## src/hw/rtl/fmx_pkg.sv

```systemverilog
// Shared constants, types and the mirror operand selection of the FIR block.
// No dependencies; every RTL module imports this package.
`timescale 1ns / 1ps

package fmx_pkg;

    localparam int TAPS       = 7;
    localparam int HALF       = TAPS / 2;
    localparam int SAMPLE_W   = 16;
    localparam int COEFF_W    = 16;
    localparam int COEFF_FRAC = 14;
    localparam int NUM_COEFF  = 7;

    localparam int CFG_IDX_W  = $clog2(NUM_COEFF);
    localparam int CNT_W      = $clog2(TAPS + 1);
    localparam int K_W        = $clog2(HALF + 1);
    localparam int IDX_W      = $clog2(TAPS);
    localparam int OFF_W      = $clog2(2 * TAPS) + 1;
    localparam int PROD_W     = SAMPLE_W + COEFF_W;
    localparam int ACC_W      = PROD_W + $clog2(TAPS);
    localparam int DATA_W     = ((SAMPLE_W + 7) / 8) * 8;

    typedef logic signed [SAMPLE_W-1:0] t_sample;
    typedef logic signed [COEFF_W-1:0]  t_coeff;
    typedef t_sample [TAPS-1:0]         t_ops;
    typedef logic signed [ACC_W-1:0]    t_acc;

    typedef struct packed {
        logic last;
        logic too_short;
    } t_meta;

    // Operand m of an output is the window sample at distance |m - k| from the
    // output position, reflected about both ends of the received signal.
    // len_m1 is the window index of the oldest sample, k the drain offset.
    function automatic t_ops build_ops(t_ops win, logic [CNT_W-1:0] len_m1,
                                       logic [K_W-1:0] k);
        t_ops ops;
        logic signed [OFF_W-1:0] s;
        logic signed [OFF_W-1:0] d;
        logic signed [OFF_W-1:0] l;
        logic signed [OFF_W-1:0] kk;
        l  = $signed({{(OFF_W-CNT_W){1'b0}}, len_m1});
        kk = $signed({{(OFF_W-K_W){1'b0}}, k});
        for (int m = 0; m < TAPS; m++) begin
            s = OFF_W'(m) - kk;
            if (s < 0) begin
                d = -s;
            end else if (s > l) begin
                d = l + l - s;
            end else begin
                d = s;
            end
            ops[m] = win[d[IDX_W-1:0]];
        end
        return ops;
    endfunction

endpackage

```

## src/hw/rtl/fmx_feed.sv

```systemverilog
// Front end: sample window, signal length count and the end-of-signal drain.
// Depends on fmx_pkg; issues one operand set per output word to the cell chain.
`timescale 1ns / 1ps

module fmx_feed
    import fmx_pkg::*;
(
    input  logic    i_clk,
    input  logic    i_rst_n,
    input  logic    i_s_tvalid,
    output logic    o_s_tready,
    input  t_sample i_sample,
    input  logic    i_last,
    output logic    o_valid,
    input  logic    i_ready,
    output t_ops    o_ops,
    output t_meta   o_meta
);

    t_ops             r_window, n_window;
    logic [CNT_W-1:0] r_count, n_count;
    logic [K_W-1:0]   r_drain_k, n_drain_k;
    logic [CNT_W-1:0] r_drain_len, n_drain_len;
    logic             r_valid, n_valid;
    t_ops             r_ops, n_ops;
    t_meta            r_meta, n_meta;

    logic             w_draining;
    logic             w_slot;
    logic             w_take;
    t_ops             w_shift;
    logic [CNT_W-1:0] w_count1;
    logic [CNT_W-1:0] w_len;

    assign w_draining = (r_drain_k != '0);
    assign w_slot     = !r_valid || i_ready;
    assign o_s_tready = w_slot && !w_draining;
    assign w_take     = i_s_tvalid && o_s_tready;
    assign w_shift    = {r_window[TAPS-2:0], i_sample};
    assign w_count1   = (r_count < CNT_W'(TAPS)) ? r_count + 1'b1 : r_count;
    assign w_len      = w_count1 - 1'b1;

    always_comb begin
        n_window    = r_window;
        n_count     = r_count;
        n_drain_k   = r_drain_k;
        n_drain_len = r_drain_len;
        n_valid     = r_valid;
        n_ops       = r_ops;
        n_meta      = r_meta;
        if (w_slot) begin
            n_valid = 1'b0;
        end
        if (w_draining && w_slot) begin
            // The window is frozen while the tail outputs of a signal go out.
            n_valid          = 1'b1;
            n_ops            = build_ops(r_window, r_drain_len, r_drain_k);
            n_meta.last      = (r_drain_k == K_W'(HALF));
            n_meta.too_short = 1'b0;
            n_drain_k        = (r_drain_k == K_W'(HALF)) ? '0 : r_drain_k + 1'b1;
        end else if (w_take) begin
            n_window = w_shift;
            if (w_count1 < CNT_W'(HALF + 1)) begin
                if (i_last) begin
                    n_valid          = 1'b1;
                    n_meta.last      = 1'b1;
                    n_meta.too_short = 1'b1;
                    n_count          = '0;
                end else begin
                    n_count = w_count1;
                end
            end else begin
                n_valid          = 1'b1;
                n_ops            = build_ops(w_shift, w_len, '0);
                n_meta.last      = 1'b0;
                n_meta.too_short = 1'b0;
                if (i_last) begin
                    n_drain_k   = K_W'(1);
                    n_drain_len = w_len;
                    n_count     = '0;
                end else begin
                    n_count = w_count1;
                end
            end
        end
    end

    always_ff @(posedge i_clk) begin
        if (!i_rst_n) begin
            r_count   <= '0;
            r_drain_k <= '0;
            r_valid   <= 1'b0;
        end else begin
            r_count   <= n_count;
            r_drain_k <= n_drain_k;
            r_valid   <= n_valid;
        end
    end

    always_ff @(posedge i_clk) begin
        r_window    <= n_window;
        r_drain_len <= n_drain_len;
        r_ops       <= n_ops;
        r_meta      <= n_meta;
    end

    assign o_valid = r_valid;
    assign o_ops   = r_ops;
    assign o_meta  = r_meta;

endmodule

```

## config.mk

```make
export PLATFORM = sky130hd
export DESIGN_NAME = fmx_feed
export DESIGN_NICKNAME = d
export VERILOG_FILES = /design/src/hw/rtl/fmx_pkg.sv /design/src/hw/rtl/fmx_feed.sv
export SDC_FILE = /design/constraint.sdc
export NUM_CORES = 1
export LEC_CHECK = 0
export BUFFER_PORTS_ARGS = -buffer_cell sky130_fd_sc_hd__buf_2
export CAP_MARGIN = 15
export CORE_MARGIN = 4
export CORE_UTILIZATION = 30
export DETAILED_ROUTE_END_ITERATION = 16
export PLACE_DENSITY = 0.51
export SLEW_MARGIN = 25
export SYNTH_ARGS = -nofsm -noshare
export SYNTH_HDL_FRONTEND = slang
export SYNTH_SLANG_ARGS = --single-unit
```

## constraint.sdc

```tcl
create_clock -name i_clk -period 17.15 [get_ports i_clk]
set_input_delay 0.8575 -clock i_clk [delete_from_list [all_inputs] [get_ports i_clk]]
set_output_delay 0.8575 -clock i_clk [all_outputs]
set_load 0.02 [all_outputs]
```

==> flow_summary.yaml <==
detailed_routing:
  final_antenna_net_count: 0
  route.detailed.vias_per_inst: 6.06
  route.vias.total: 14125
  route.final.wire_length_mm: 62.6
  drt_first_pass_iters: 6
  drc: 0
  wl_per_cell_um: 26.9
  detail_route.iter0.violations: 1728
floorplanning:
  die_footprint_um2: 58300
  floorplan.core_area_um2: 53900
  initial_core_utilization: 0.303
  die_x_um: 242
  die-height_um: 242
  ioPinCount: 137
  rows: 85
critical_path:
  critPathKind: "register to register"
  worst_setup_path_start_kind: "register"
  crit_path_top_delay_cell: "sky130_fd_sc_hd__xnor2_4"
  crit_arrival_ns: 5.50
  worst_path_most_repeated_cell: "sky130_fd_sc_hd__buf_4"
  reg2regPathDepth: 13
  cp_data_required_time_ns: 17.51
  critPathCaptureType: "register"
  critical_path_peak_fanout: 47
  timing.critical_path.cells: "buf_4, inv_1, ha_1, buf_4, clkinv_1, ha_1, nor2b_1, o21a_1, o221ai_4, xnor2_4, buf_4, mux2_2, a222oi_1"
  crit_path_max_cell_delay_ns: 0.66
global_route:
  grt_use_total: 0.203
  global_route.overflow_total: 0
  grt_first_pass_wirelength_mm: 90.6
  grt_util_met3: 0.0408
  most_utilized_layer_in_the_global_route_result: "met1"
  number_of_antenna_violations_at_the_first_check_in_global_routing: 0
  met1_usage: 0.305
  largest_net_degree_at_the_start_of_global_routing: 75
  global_route.usage.met2: 0.288
  number_of_global_route_vias_before_repair: 13016
finish:
  diodes: 0
  sequential_cell_area_um2: 6990
  postLayoutCellArea_um2: 18500
  nNetsFinal: 1658
  layout.filler_cells: 5344
  syn_to_final_growth_pct: 13.2
  post-route-util: 0.344
  final_layout_size_suffix_gt1_frac: 0.196
  multi_input_area_um2: 8790
clock_tree:
  cts_num_sinks: 235
  numCtsBuffers: 28
  clkSlewWorstSetupHoldPaths_ns: 0.06
  cts_root_buffer: "sky130_fd_sc_hd__clkbuf_16"
  cts_tree: "done"
  clock_tree.buffer_depth: 3
  cts.repair_timing.setup_buffer_count: 0
  post_cts_hold_buffer_count: 0
  worstSkewPairLatency_ns: 0.58
  ctsResizeCount: 0
  clock_tree.htree_level_count: 1
power:
  sw_frac_of_total: 0.299
  irDropWorstVdd_mv: 0.0632
  seq_power_share: 0.449
  clock_power_share: 0.371
  power_frac_comb: 0.181
  internal-power_mw: 1.12
  power_density_nw_per_um2: 86.4
  static-leakage-power_nw: 6.90
  switching_pwr_mw: 0.479
timing:
  final.period_utilization: 0.300
  max_slew_margin: 0.253
  final.setup_skew_ns: 0.0190
  setup_viol_count_final: 0
  worst_slew_pin_slew_ns: 1.12
  finalWorstPathRequiredPeriod_ns: 5.14
  setup_ws_ns: 12.01
  timing_max_transition_violations_final: 0
  rsz0062_at_grt: "no"
  fmax_mhz: 194
  hold_viol: 0
  setup_tns_ns: 0
yosys:
  netlist_area_um2: 16400
  yosys_warnings: 0
  synth_area_per_cell_um2: 10.4
  synth_seq_cells: 235
  synth_enable_flop_cells: 228
  async_flop_share: 0
  seq_area_frac_synth: 0.427
  syn-instance-count: 1566
  synth.distinct_cells: 71
  syn-num-nets: 1611
  postSynth.topFlopCell: "sky130_fd_sc_hd__edfxtp_1"
flow_run:
  drv.max_cap_violation_count: 0
placed_design:
  pre_cts_slack_ns: 12.11
  portBuffers: 136
  placedInstanceArea_um2: 17600
  detailedPlacementHpwl_mm: 40.5
  place_congestion: 0.903
hold_path:
  worst_hold_path.num_cells: 2
  hp-class: "register to register"
run_status:
  status: "completed"
[critical path, delay by kind of cell (launching register included)]
family | cells | cell delay, ns
buffers and inverters | 5 | 1.89
adder cells (fa/ha/maj) | 2 | 0.84
AO/OA/AOI/OAI | 3 | 0.67
XOR/XNOR | 1 | 0.66
multiplexers | 1 | 0.37
flip-flops | 1 | 0.30
AND/OR/NAND/NOR | 1 | 0.14
[Yosys cell counts (all sizes together), types with 4 or more instances]
| cell | n | area, µm² |
|---|---|---|
| edfxtp | 228 | 6850 |
| mux2i | 219 | 2190 |
| nor2 | 149 | 562 |
| nand2 | 133 | 499 |
| a21oi | 110 | 558 |
| clkbuf | 102 | 383 |
| o22ai | 77 | 482 |
| mux2 | 75 | 860 |
| buf | 47 | 245 |
| o21ai | 40 | 200 |
| a221o | 38 | 380 |
| nor3 | 24 | 136 |
| a221oi | 23 | 219 |
| ha | 22 | 275 |
| nor2b | 22 | 138 |
| a21boi | 20 | 150 |
| a31oi | 20 | 125 |
| mux4 | 20 | 450 |
| a211o | 17 | 149 |
| a211oi | 17 | 128 |
| a22oi | 17 | 128 |
| inv | 17 | 63.8 |
| a311oi | 14 | 123 |
| o2bb2ai | 14 | 123 |
| a222oi | 10 | 100 |
| nand3 | 9 | 45.0 |
| dfxtp | 7 | 140 |
| a2111oi | 6 | 52.6 |
| and2 | 6 | 37.5 |
| and3 | 6 | 37.5 |
| o22a | 6 | 52.6 |
| o211ai | 5 | 37.5 |
| nand2b | 4 | 25.0 |
| o221ai | 4 | 58.8 |
| xnor2 | 4 | 61.3 |
[registers in the layout (all words and copies together), names as in the netlist]
register	count
r_drain_k	2
o_ops	112
o_meta	2
o_valid	1
r_drain_len	3
r_count	3
r_window	112
[power groups by stage]
stage	registers, mW	logic [mW]	clock network (mW)
CTS	0.715	0.286	0.611
global placement	0.727	0.281	0
detailed placement	0.727	0.283	0
global route	0.720	0.308	0.632
floorplan	0.706	0.200	0
finish	0.718	0.289	0.594
[cell usage in the layout, fill, tap and decap left out, types with 7 or more instances in the layout]
cell type                   synthesis  final
sky130_fd_sc_hd__a211o_1           17     17
sky130_fd_sc_hd__a211oi_1          17     17
sky130_fd_sc_hd__a21boi_0          20     20
sky130_fd_sc_hd__a21oi_1          108    108
sky130_fd_sc_hd__a221o_1           38     38
sky130_fd_sc_hd__a221oi_1          22     22
sky130_fd_sc_hd__a222oi_1          10     10
sky130_fd_sc_hd__a22oi_1           17     17
sky130_fd_sc_hd__a311oi_1          14     14
sky130_fd_sc_hd__a31oi_1           20     20
sky130_fd_sc_hd__buf_2             31    136
sky130_fd_sc_hd__buf_4              4     29
sky130_fd_sc_hd__clkbuf_16          0     29
sky130_fd_sc_hd__clkinv_1           3      8
sky130_fd_sc_hd__edfxtp_1         228    228
sky130_fd_sc_hd__ha_1              22     22
sky130_fd_sc_hd__inv_1             16     15
sky130_fd_sc_hd__mux2_1            13     13
sky130_fd_sc_hd__mux2_2            58     58
sky130_fd_sc_hd__mux2i_1          219    217
sky130_fd_sc_hd__mux4_2            20     20
sky130_fd_sc_hd__nand2_1          133    132
sky130_fd_sc_hd__nand3_1            9      7
sky130_fd_sc_hd__nor2_1           148    142
sky130_fd_sc_hd__nor2b_1           22     19
sky130_fd_sc_hd__nor3_1            22     21
sky130_fd_sc_hd__o21ai_0           30     30
sky130_fd_sc_hd__o21ai_1           10     10
sky130_fd_sc_hd__o22ai_1           77     77
sky130_fd_sc_hd__o2bb2ai_1         14     14
[final cells by class]
cell class,count,share of cell area
tap,696,0.0470
inverter,20,0.00419
clock buffer,34,0.0402
timing repair buffer,166,0.0491
sequential,235,0.377
clock inverter,17,0.00777
multi-input combinational,1162,0.474
[through the flow]
step	power, mW	hold WS (ns)	instances
floorplan	0.906	0.424	1566
global placement	1.01	0.469	2279
detailed placement	1.01	0.473	2279
CTS	1.61	0.490	2330
global route	1.66	0.526	2330
finish	1.60	0.484	2330
[logic make-up after synthesis]
logic type / synth area share
buf+inv: 0.0430
compound gates: 0.195
flops: 0.427
mux: 0.214
fa+ha+maj: 0.0193
xor+xnor: 0.00650
simple gates: 0.0951
[path summary, 6_finish.rpt]
check	start	endpoint	slack, ns
worst min register to register	o_meta[0]	o_meta[0]	0.48
worst max-delay path	r_drain_k[1]	o_ops[105]	12.01
worst max register to register	r_drain_k[1]	o_ops[105]	12.01
worst min-delay path	o_meta[0]	o_meta[0]	0.48
[routing by layer]
metal | wire length, µm | part of all wire | vias to the layer above
met3 | 6110 | 0.098 | 122
met5 | 0 | 0 | -
li1 | - | - | 6182
met2 | 26100 | 0.42 | 812
met4 | 2070 | 0.033 | 0
met1 | 28400 | 0.45 | 7009
(Power assumes the default switching activity.)
