**src/hw/rtl/fmx_pkg.sv**
```systemverilog
// Shared constants, types and the mirror operand selection of the FIR block.
// No dependencies; every RTL module imports this package.
`timescale 1ns / 1ps

package fmx_pkg;

    localparam int TAPS       = 7;
    localparam int HALF       = TAPS / 2;
    localparam int SAMPLE_W   = 16;
    localparam int COEFF_W    = 16;
    localparam int COEFF_FRAC = 14;
    localparam int NUM_COEFF  = 7;

    localparam int CFG_IDX_W  = $clog2(NUM_COEFF);
    localparam int CNT_W      = $clog2(TAPS + 1);
    localparam int K_W        = $clog2(HALF + 1);
    localparam int IDX_W      = $clog2(TAPS);
    localparam int OFF_W      = $clog2(2 * TAPS) + 1;
    localparam int PROD_W     = SAMPLE_W + COEFF_W;
    localparam int ACC_W      = PROD_W + $clog2(TAPS);
    localparam int DATA_W     = ((SAMPLE_W + 7) / 8) * 8;

    typedef logic signed [SAMPLE_W-1:0] t_sample;
    typedef logic signed [COEFF_W-1:0]  t_coeff;
    typedef t_sample [TAPS-1:0]         t_ops;
    typedef logic signed [ACC_W-1:0]    t_acc;

    typedef struct packed {
        logic last;
        logic too_short;
    } t_meta;

    // Operand m of an output is the window sample at distance |m - k| from the
    // output position, reflected about both ends of the received signal.
    // len_m1 is the window index of the oldest sample, k the drain offset.
    function automatic t_ops build_ops(t_ops win, logic [CNT_W-1:0] len_m1,
                                       logic [K_W-1:0] k);
        t_ops ops;
        logic signed [OFF_W-1:0] s;
        logic signed [OFF_W-1:0] d;
        logic signed [OFF_W-1:0] l;
        logic signed [OFF_W-1:0] kk;
        l  = $signed({{(OFF_W-CNT_W){1'b0}}, len_m1});
        kk = $signed({{(OFF_W-K_W){1'b0}}, k});
        for (int m = 0; m < TAPS; m++) begin
            s = OFF_W'(m) - kk;
            if (s < 0) begin
                d = -s;
            end else if (s > l) begin
                d = l + l - s;
            end else begin
                d = s;
            end
            ops[m] = win[d[IDX_W-1:0]];
        end
        return ops;
    endfunction

endpackage

```
**src/hw/rtl/fmx_cell.sv**
```systemverilog
// One multiply-accumulate cell of the systolic FIR chain.
// Depends on fmx_pkg for the sample, operand and accumulator types.
`timescale 1ns / 1ps

module fmx_cell
    import fmx_pkg::*;
(
    input  logic   i_clk,
    input  logic   i_rst_n,
    input  logic   i_valid,
    output logic   o_ready,
    input  t_acc   i_acc,
    input  t_ops   i_ops,
    input  t_meta  i_meta,
    input  t_coeff i_coeff,
    output logic   o_valid,
    input  logic   i_ready,
    output t_acc   o_acc,
    output t_ops   o_ops,
    output t_meta  o_meta
);

    logic                     r_valid;
    t_acc                     r_acc;
    t_ops                     r_ops;
    t_meta                    r_meta;
    logic signed [PROD_W-1:0] w_prod;

    // Each cell consumes the lowest operand and hands the rest down the chain.
    assign w_prod  = $signed(i_ops[0]) * $signed(i_coeff);
    assign o_ready = !r_valid || i_ready;

    always_ff @(posedge i_clk) begin
        if (!i_rst_n) begin
            r_valid <= 1'b0;
        end else if (o_ready) begin
            r_valid <= i_valid;
        end
    end

    always_ff @(posedge i_clk) begin
        if (o_ready && i_valid) begin
            r_acc  <= i_acc + ACC_W'(w_prod);
            r_ops  <= i_ops >> SAMPLE_W;
            r_meta <= i_meta;
        end
    end

    assign o_valid = r_valid;
    assign o_acc   = r_acc;
    assign o_ops   = r_ops;
    assign o_meta  = r_meta;

endmodule

```
**config.mk**
```make
export PLATFORM = sky130hd
export DESIGN_NAME = fmx_cell
export DESIGN_NICKNAME = d
export VERILOG_FILES = /design/src/hw/rtl/fmx_pkg.sv /design/src/hw/rtl/fmx_cell.sv
export SDC_FILE = /design/constraint.sdc
export NUM_CORES = 1
export LEC_CHECK = 0
export BUFFER_PORTS_ARGS = -buffer_cell sky130_fd_sc_hd__buf_4
export CORE_AREA = 2 2 144 287
export DETAILED_ROUTE_END_ITERATION = 16
export DIE_AREA = 0 0 146 289
export SYNTH_ARGS = -nofsm -noshare
export SYNTH_HDL_FRONTEND = slang
export SYNTH_SLANG_ARGS = --single-unit
```
**constraint.sdc**
```tcl
create_clock -name i_clk -period 7.45 [get_ports i_clk]
set_input_delay 0 -clock i_clk [delete_from_list [all_inputs] [get_ports i_clk]]
set_output_delay 0 -clock i_clk [all_outputs]
set_load 0.005 [all_outputs]
```
==> results.md, run 1 <==
- Final min period: 5.845 ns
- RSZ-0062 raised after global routing: false
- Post-synth EDFFs: 133
- Setup crit end kind: register
- Largest net degree at the start of global routing: 75
- RD Place Congestion: 0.8840
- Tcrit/Tclk final: 78.46%
- # diodes: 0
- Most used cell, CP: fa_1
- Worst path top cell family by delay: adder cells
- Cell count after synthesis: 1440
- Clk_skew: 0.01405 ns
- Maximum clock path buffer count: 2
- Max_cap viols: 0
- Rel. slew slack: 29.94%
- Worst-Skew Late Latency: 0.44 ns
- Critical Path Stages: 21
- Site row count: 104
- Synth-to-Final Area Change: 27.21%
- Finished Layout Cells: 2363
- Status: complete, no violations
- Layout filler cell count: 3678
- Setup TNS: 0 ns
- Post-synthesis register bit count: 134
- Synthesized area per cell: 11.00 um2
- Crit path DAT: 6.13 ns
- Placed cells: 2230
- Cells along the critical path: buf_4 -> nand2_1 -> inv_1 -> fa_1 -> inv_1 -> fa_1 -> inv_1 -> fa_1 -> fa_1 -> fa_1 -> inv_1 -> fa_1 -> inv_1 -> ha_1 -> and3_1 -> a22oi_1 -> nand2_1 -> a21o_2 -> a2111o_1 -> a211o_2 -> o211ai_1
- PortBufs: 303
- Post-synthesis cell type count: 58
- DRT Pass-1 Iters: 5
- Multi-input logic area: 10200 um2
- Reg area: 4014 um2
- CTS Hold Bufs: 101
- Seq/Total Area, Yosys: 25.34%
- Clk sinks: 134
- Layout cell share with drive strength beyond 1: 19.15%
- Final Hold Vio Count: 0
- R2R depth: 3
- Antenna-violating nets left: 0
- CP max stage delay: 0.71 ns
- Critical path's slowest cell: fa_1
- Initial DRC count: 487
- Core Region: 40080 um2
- Die area: 42190 um2
- Synthesized area: 15840 um2
- Max FO, Critical Path: 16
- Fin Hold WS: 0.1819 ns
- Final instance area: 20150 um2
- Global route total overflow: 0
- Vias per cell: 4.844
- Vias in the first global route: 13.09k
- CTS tree: done
- Post-DR wirelength/cell: 18.82 um
- DR DRC count: 0
- Bufs and invs on worst path: 6
- Crit path kind: in2reg
- Antenna violations before repair: 0
- Worst setup SP type: primary input
- Total track usage: 21.95%
- Cts repair resizes: 0
- Predominant post-synthesis flop cell: edfxtp_1
- Post-DP Area: 18560 um2
- Slew Limit Fails: 0
- Register clock-pin slew on the reported worst setup and hold paths: 0.07 ns
- DIE WIDTH: 146 um
- CTS buffer count: 17
- H-tree levels: 4
- Worst hold-check path type: in2reg
- Worst Tran Pin Value: 1.048 ns
- R2r endpoint: o_ops[94]
- Starting Density: 39.52%
- Top-Level Pins: 320
- Max Clock Freq: 0.1711 GHz
- Root Driver: clkbuf_16
- First-pass GRT wire length: 69750 um
- Reg-to-Reg Start: o_valid
- DRT Wirelength: 44480 um
- Setup slack, reg-to-reg: 5.04 ns
- Synth Warn #: 0
- Hpwl dp: 36060 um
- Final #Nets: 2403
- Final setup violation count: 0
- Critical Path RT: 7.73 ns
- Height of the die: 289 um
- Worst setup endpoint: o_acc[32]
- Via count: 11.45k
- Asr flop ratio synth: 0%
- Worst Setup SP: i_ops[15]
- Post-CTS setup repair buffer count: 0
-- registers in the layout (all words and copies together), names as in the netlist --
name,flops
o_valid,1
o_meta,2
o_ops,96
o_acc,35
-- how the worst min path moves through the flow --
stage,cells past startpoint,to,from,slack (ns)
6_report,3,o_acc[0],i_ops[0],0.18
5_1_grt,3,o_acc[0],i_ops[0],0.20
4_1_cts,3,o_acc[0],i_ops[0],0.15
3_5_place_dp,1,o_ops[49],i_ops[65],0.18
3_3_place_gp,1,o_ops[1],i_ops[17],0.18
2_1_floorplan,0,o_meta[0],i_meta[0],0.1
-- layer usage --
metal	GRT usage [%]	share of wire, %	wire (um)	vias to the layer above
li1	-	-	-	5064
met1	19.75	30	13260	5864
met2	44.99	60	26560	400
met3	3.039	3.7	1658	118
met4	13.52	6.7	3001	0
met5	0	0	0	-
-- through the flow --
stage | util, % | worst slack [ns]
after detailed placement | 46.30 | 1.150
after CTS | 50.27 | 1.630
after floorplan | - | 1.607
after global placement | 46.30 | 1.235
after global routing | 50.27 | 1.268
final | 50.27 | 1.605
-- layout make-up --
type | instances | share of cell area (%)
inverter | 372 | 6.931
tap | 530 | 3.292
clock inverter | 15 | 0.7577
multi-input combinational | 890 | 50.64
sequential | 134 | 19.92
timing repair buffer | 405 | 16.35
clock buffer | 17 | 2.112
-- cells by family after synthesis --
kind of cell	Yosys count	share of synthesized area, %
compound gates	87	3.935
xor+xnor	34	1.880
fa+ha+maj	414	47.40
buf+inv	431	10.61
flops	134	25.34
mux	1	0.07110
other cells	1	0.02368
simple gates	338	10.74
-- synth_stat cells (12+ instances only) --
library cell  instances  area, um2
inv_1               372       1396
fa_1                310       6206
nand2_1             139      521.8
edfxtp_1            133       3994
and2_1              122      763.2
ha_1                104       1301
clkbuf_1             38      142.6
nor2_1               29      108.9
xnor2_1              28      245.2
a21oi_1              27      135.1
buf_4                16      120.1
a21o_1               14      105.1
o21ai_0              12      60.06
-- worst min-delay path, delay by kind of cell --
| kind | cells | cell delay [ns] |
|---|---|---|
| fa+ha+maj | 1 | 0.11 |
| buf+inv | 1 | 0.22 |
| simple gates | 1 | 0.16 |
-- layout by cell type, fill, tap and decap left out, drive strengths merged, types with 2 or more instances in the layout --
cell	netlist	routed
a2111o	3	3
a211o	3	3
a21o	15	15
a21oi	28	28
a31o	2	2
and2	122	122
and3	6	6
and4	2	2
buf	21	304
clkbuf	38	17
clkinv	0	3
clkinvlp	0	3
conb	1	16
dlygate4sd3	0	101
edfxtp	133	133
fa	310	310
ha	104	104
inv	372	381
nand2	139	139
nand2b	8	8
nand3	3	3
nand3b	2	2
nand4	4	4
nor2	29	29
nor2b	6	6
nor3	8	8
nor4	4	4
o211ai	3	3
o21ai	15	15
o21bai	3	3
o31a	2	2
xnor2	28	28
xor2	6	6
Power of run 1 is not shown: default switching activity piles up to over one toggle a cycle in this logic, so the estimate is an artifact.
==> run 2: changes to the inputs <==
==> constraint.sdc (replaced) <==
create_clock -name i_clk -period 4.8 [get_ports i_clk]
set_input_delay 0 -clock i_clk [delete_from_list [all_inputs] [get_ports i_clk]]
set_output_delay 0 -clock i_clk [all_outputs]
set_load 0.005 [all_outputs]
==> run 2 against run 1 <==
The run now ends with setup timing left. Sequential share of layout area decreased by 2.3 points. Via count up 5.9%. Core utilization up 6.6 points. Global-route usage grew 0.36 points. Final cell count is 8.6% higher. Non-clock buffer count is 203 higher. Critical path type unchanged.
==> results.md, run 2 (synthesis gave the netlist of run 1 again) <==
- Largest net degree at the start of global routing: 71
- DRT Pass-1 Iters: 6
- Bufs and invs on worst path: 3
- Via count: 12.13k
- Layout cell share with drive strength beyond 1: 35.66%
- Setup slack, reg-to-reg: 2.64 ns
- Top-Level Pins: 320
- Core Region: 40080 um2
- Slew Limit Fails: 0
- PortBufs: 303
- Register clock-pin slew on the reported worst setup and hold paths: 0.06 ns
- Synth-to-Final Area Change: 43.88%
- Critical Path RT: 5.06 ns
- Status: finished, violations left
- Starting Density: 39.52%
- H-tree levels: 4
- Final Core Density: 56.86%
- Worst hold-check path type: in2reg
- Cells along the critical path: buf_8 -> and2_4 -> fa_1 -> inv_1 -> fa_1 -> fa_1 -> inv_1 -> fa_1 -> fa_1 -> fa_1 -> ha_4 -> a21o_1 -> a31o_4 -> a221oi_4 -> a21oi_4 -> a21o_2 -> a2111o_1 -> a211o_2 -> o211ai_1
- Global route total overflow: 0
- Rel. slew slack: 39.18%
- R2r endpoint: o_acc[5]
- Worst-Skew Late Latency: 0.42 ns
- CTS tree: done
- Post-DR wirelength/cell: 17.89 um
- R2R depth: 3
- Critical path's slowest cell: fa_1
- Final instance area: 22790 um2
- RD Place Congestion: 0.9131
- Most used cell, CP: fa_1
- Vias in the first global route: 14.15k
- Maximum clock path buffer count: 2
- Post-DP Area: 20130 um2
- Clk sinks: 134
- Max Clock Freq: 0.1921 GHz
- Max_cap viols: 0
- Final min period: 5.205 ns
- Tcrit/Tclk final: 108.4%
- Clk_skew: 0.01569 ns
- Final #Nets: 2606
- Failing checks: setup timing
- Worst Tran Pin Value: 0.9124 ns
- Final Hold Vio Count: 0
- DIE WIDTH: 146 um
- Worst setup slack after layout: -0.4050 ns
- Setup crit end kind: register
- Worst setup SP type: primary input
- First-pass GRT wire length: 71750 um
- Worst hold start: i_acc[1]
- Crit path kind: in2reg
- Initial DRC count: 380
- RSZ-0062 raised after global routing: true
- Hold depth: 4
- CTS buffer count: 17
- Reg-to-Reg Start: o_valid
- Antenna-violating nets left: 0
- Hold Crit Endpoint: o_acc[1]
- Die area: 42190 um2
- Final setup violation count: 16
- Antenna violations before repair: 0
- Total track usage: 22.32%
- Height of the die: 289 um
- Root Driver: clkbuf_16
- # diodes: 0
- Most common cell after layout, fill and taps aside: buf_4
- DR DRC count: 0
- Largest register FFs: 96
- Hpwl dp: 38390 um
- CP max stage delay: 0.54 ns
- DRT Wirelength: 45910 um
- Max FO, Critical Path: 5
- Worst path top cell family by delay: adder cells
- Layout filler cell count: 3459
- Site row count: 104
- Commonest non-fill, non-tap cells in the layout: buf_4, inv_1, fa_1
- Crit path DAT: 5.47 ns
- Vias per cell: 4.726
- Dpl ws: -0.9818 ns
[run 2: worst max path at each step]
| stage | slack, ns | start | end | depth (start not counted) |
|---|---|---|---|---|
| floorplan | -0.73 | i_coeff[3] | o_acc[32] | 22 |
| global placement | -0.95 | i_coeff[4] | o_acc[32] | 19 |
| detailed placement | -0.98 | i_coeff[4] | o_acc[32] | 19 |
| CTS | -0.41 | i_coeff[4] | o_acc[32] | 19 |
| global route | -0.58 | i_ops[8] | o_acc[32] | 19 |
| finish | -0.40 | i_ops[8] | o_acc[32] | 19 |
[run 2: layout make-up]
class / instances / area [um2] / area share [%]
clock buffers: 17 / 425.4 / 1.867
flip-flops and latches: 134 / 4014 / 17.61
repair buffers: 608 / 5127 / 22.50
well taps: 530 / 663.1 / 2.910
clock inverters: 15 / 136.4 / 0.5985
multi-input cells: 890 / 11020 / 48.35
inverters: 372 / 1403 / 6.155
[run 2: worst min-delay path, stage by stage]
cell and delay (ns):
buf_4 0.08, ha_1 0.13, ha_1 0.13, ha_1 0.11
[run 2: metal layers]
| layer | GRT usage (%) | share of wire (%) |
|---|---|---|
| met5 | 0 | 0 |
| met4 | 14.03 | 7.4 |
| met3 | 3.102 | 3.3 |
| met2 | 46.57 | 60 |
| met1 | 19.22 | 29 |
[run 2: stage by stage]
step,std cells,hold slack (ns),setup TNS (ns)
finish,2566,0.1392,-2.632
global route,2566,0.1450,-5.302
CTS,2556,0.1129,-2.492
detailed placement,2416,0.1793,-14.95
global placement,2416,0.1781,-14.42
floorplan,1455,0.09887,-5.450
[run 2: repair_timing]
item | CTS | global route
cloned | 0 | 1
setup endpoints to repair | 18 | 19
pin swaps | 67 | 61
hold buffers | 101 | 0
hold endpoints to repair | 100 | 0
setup buffers | 8 | 12
gates resized for setup | 110 | 125
Power of run 2 is left out for the same reason.
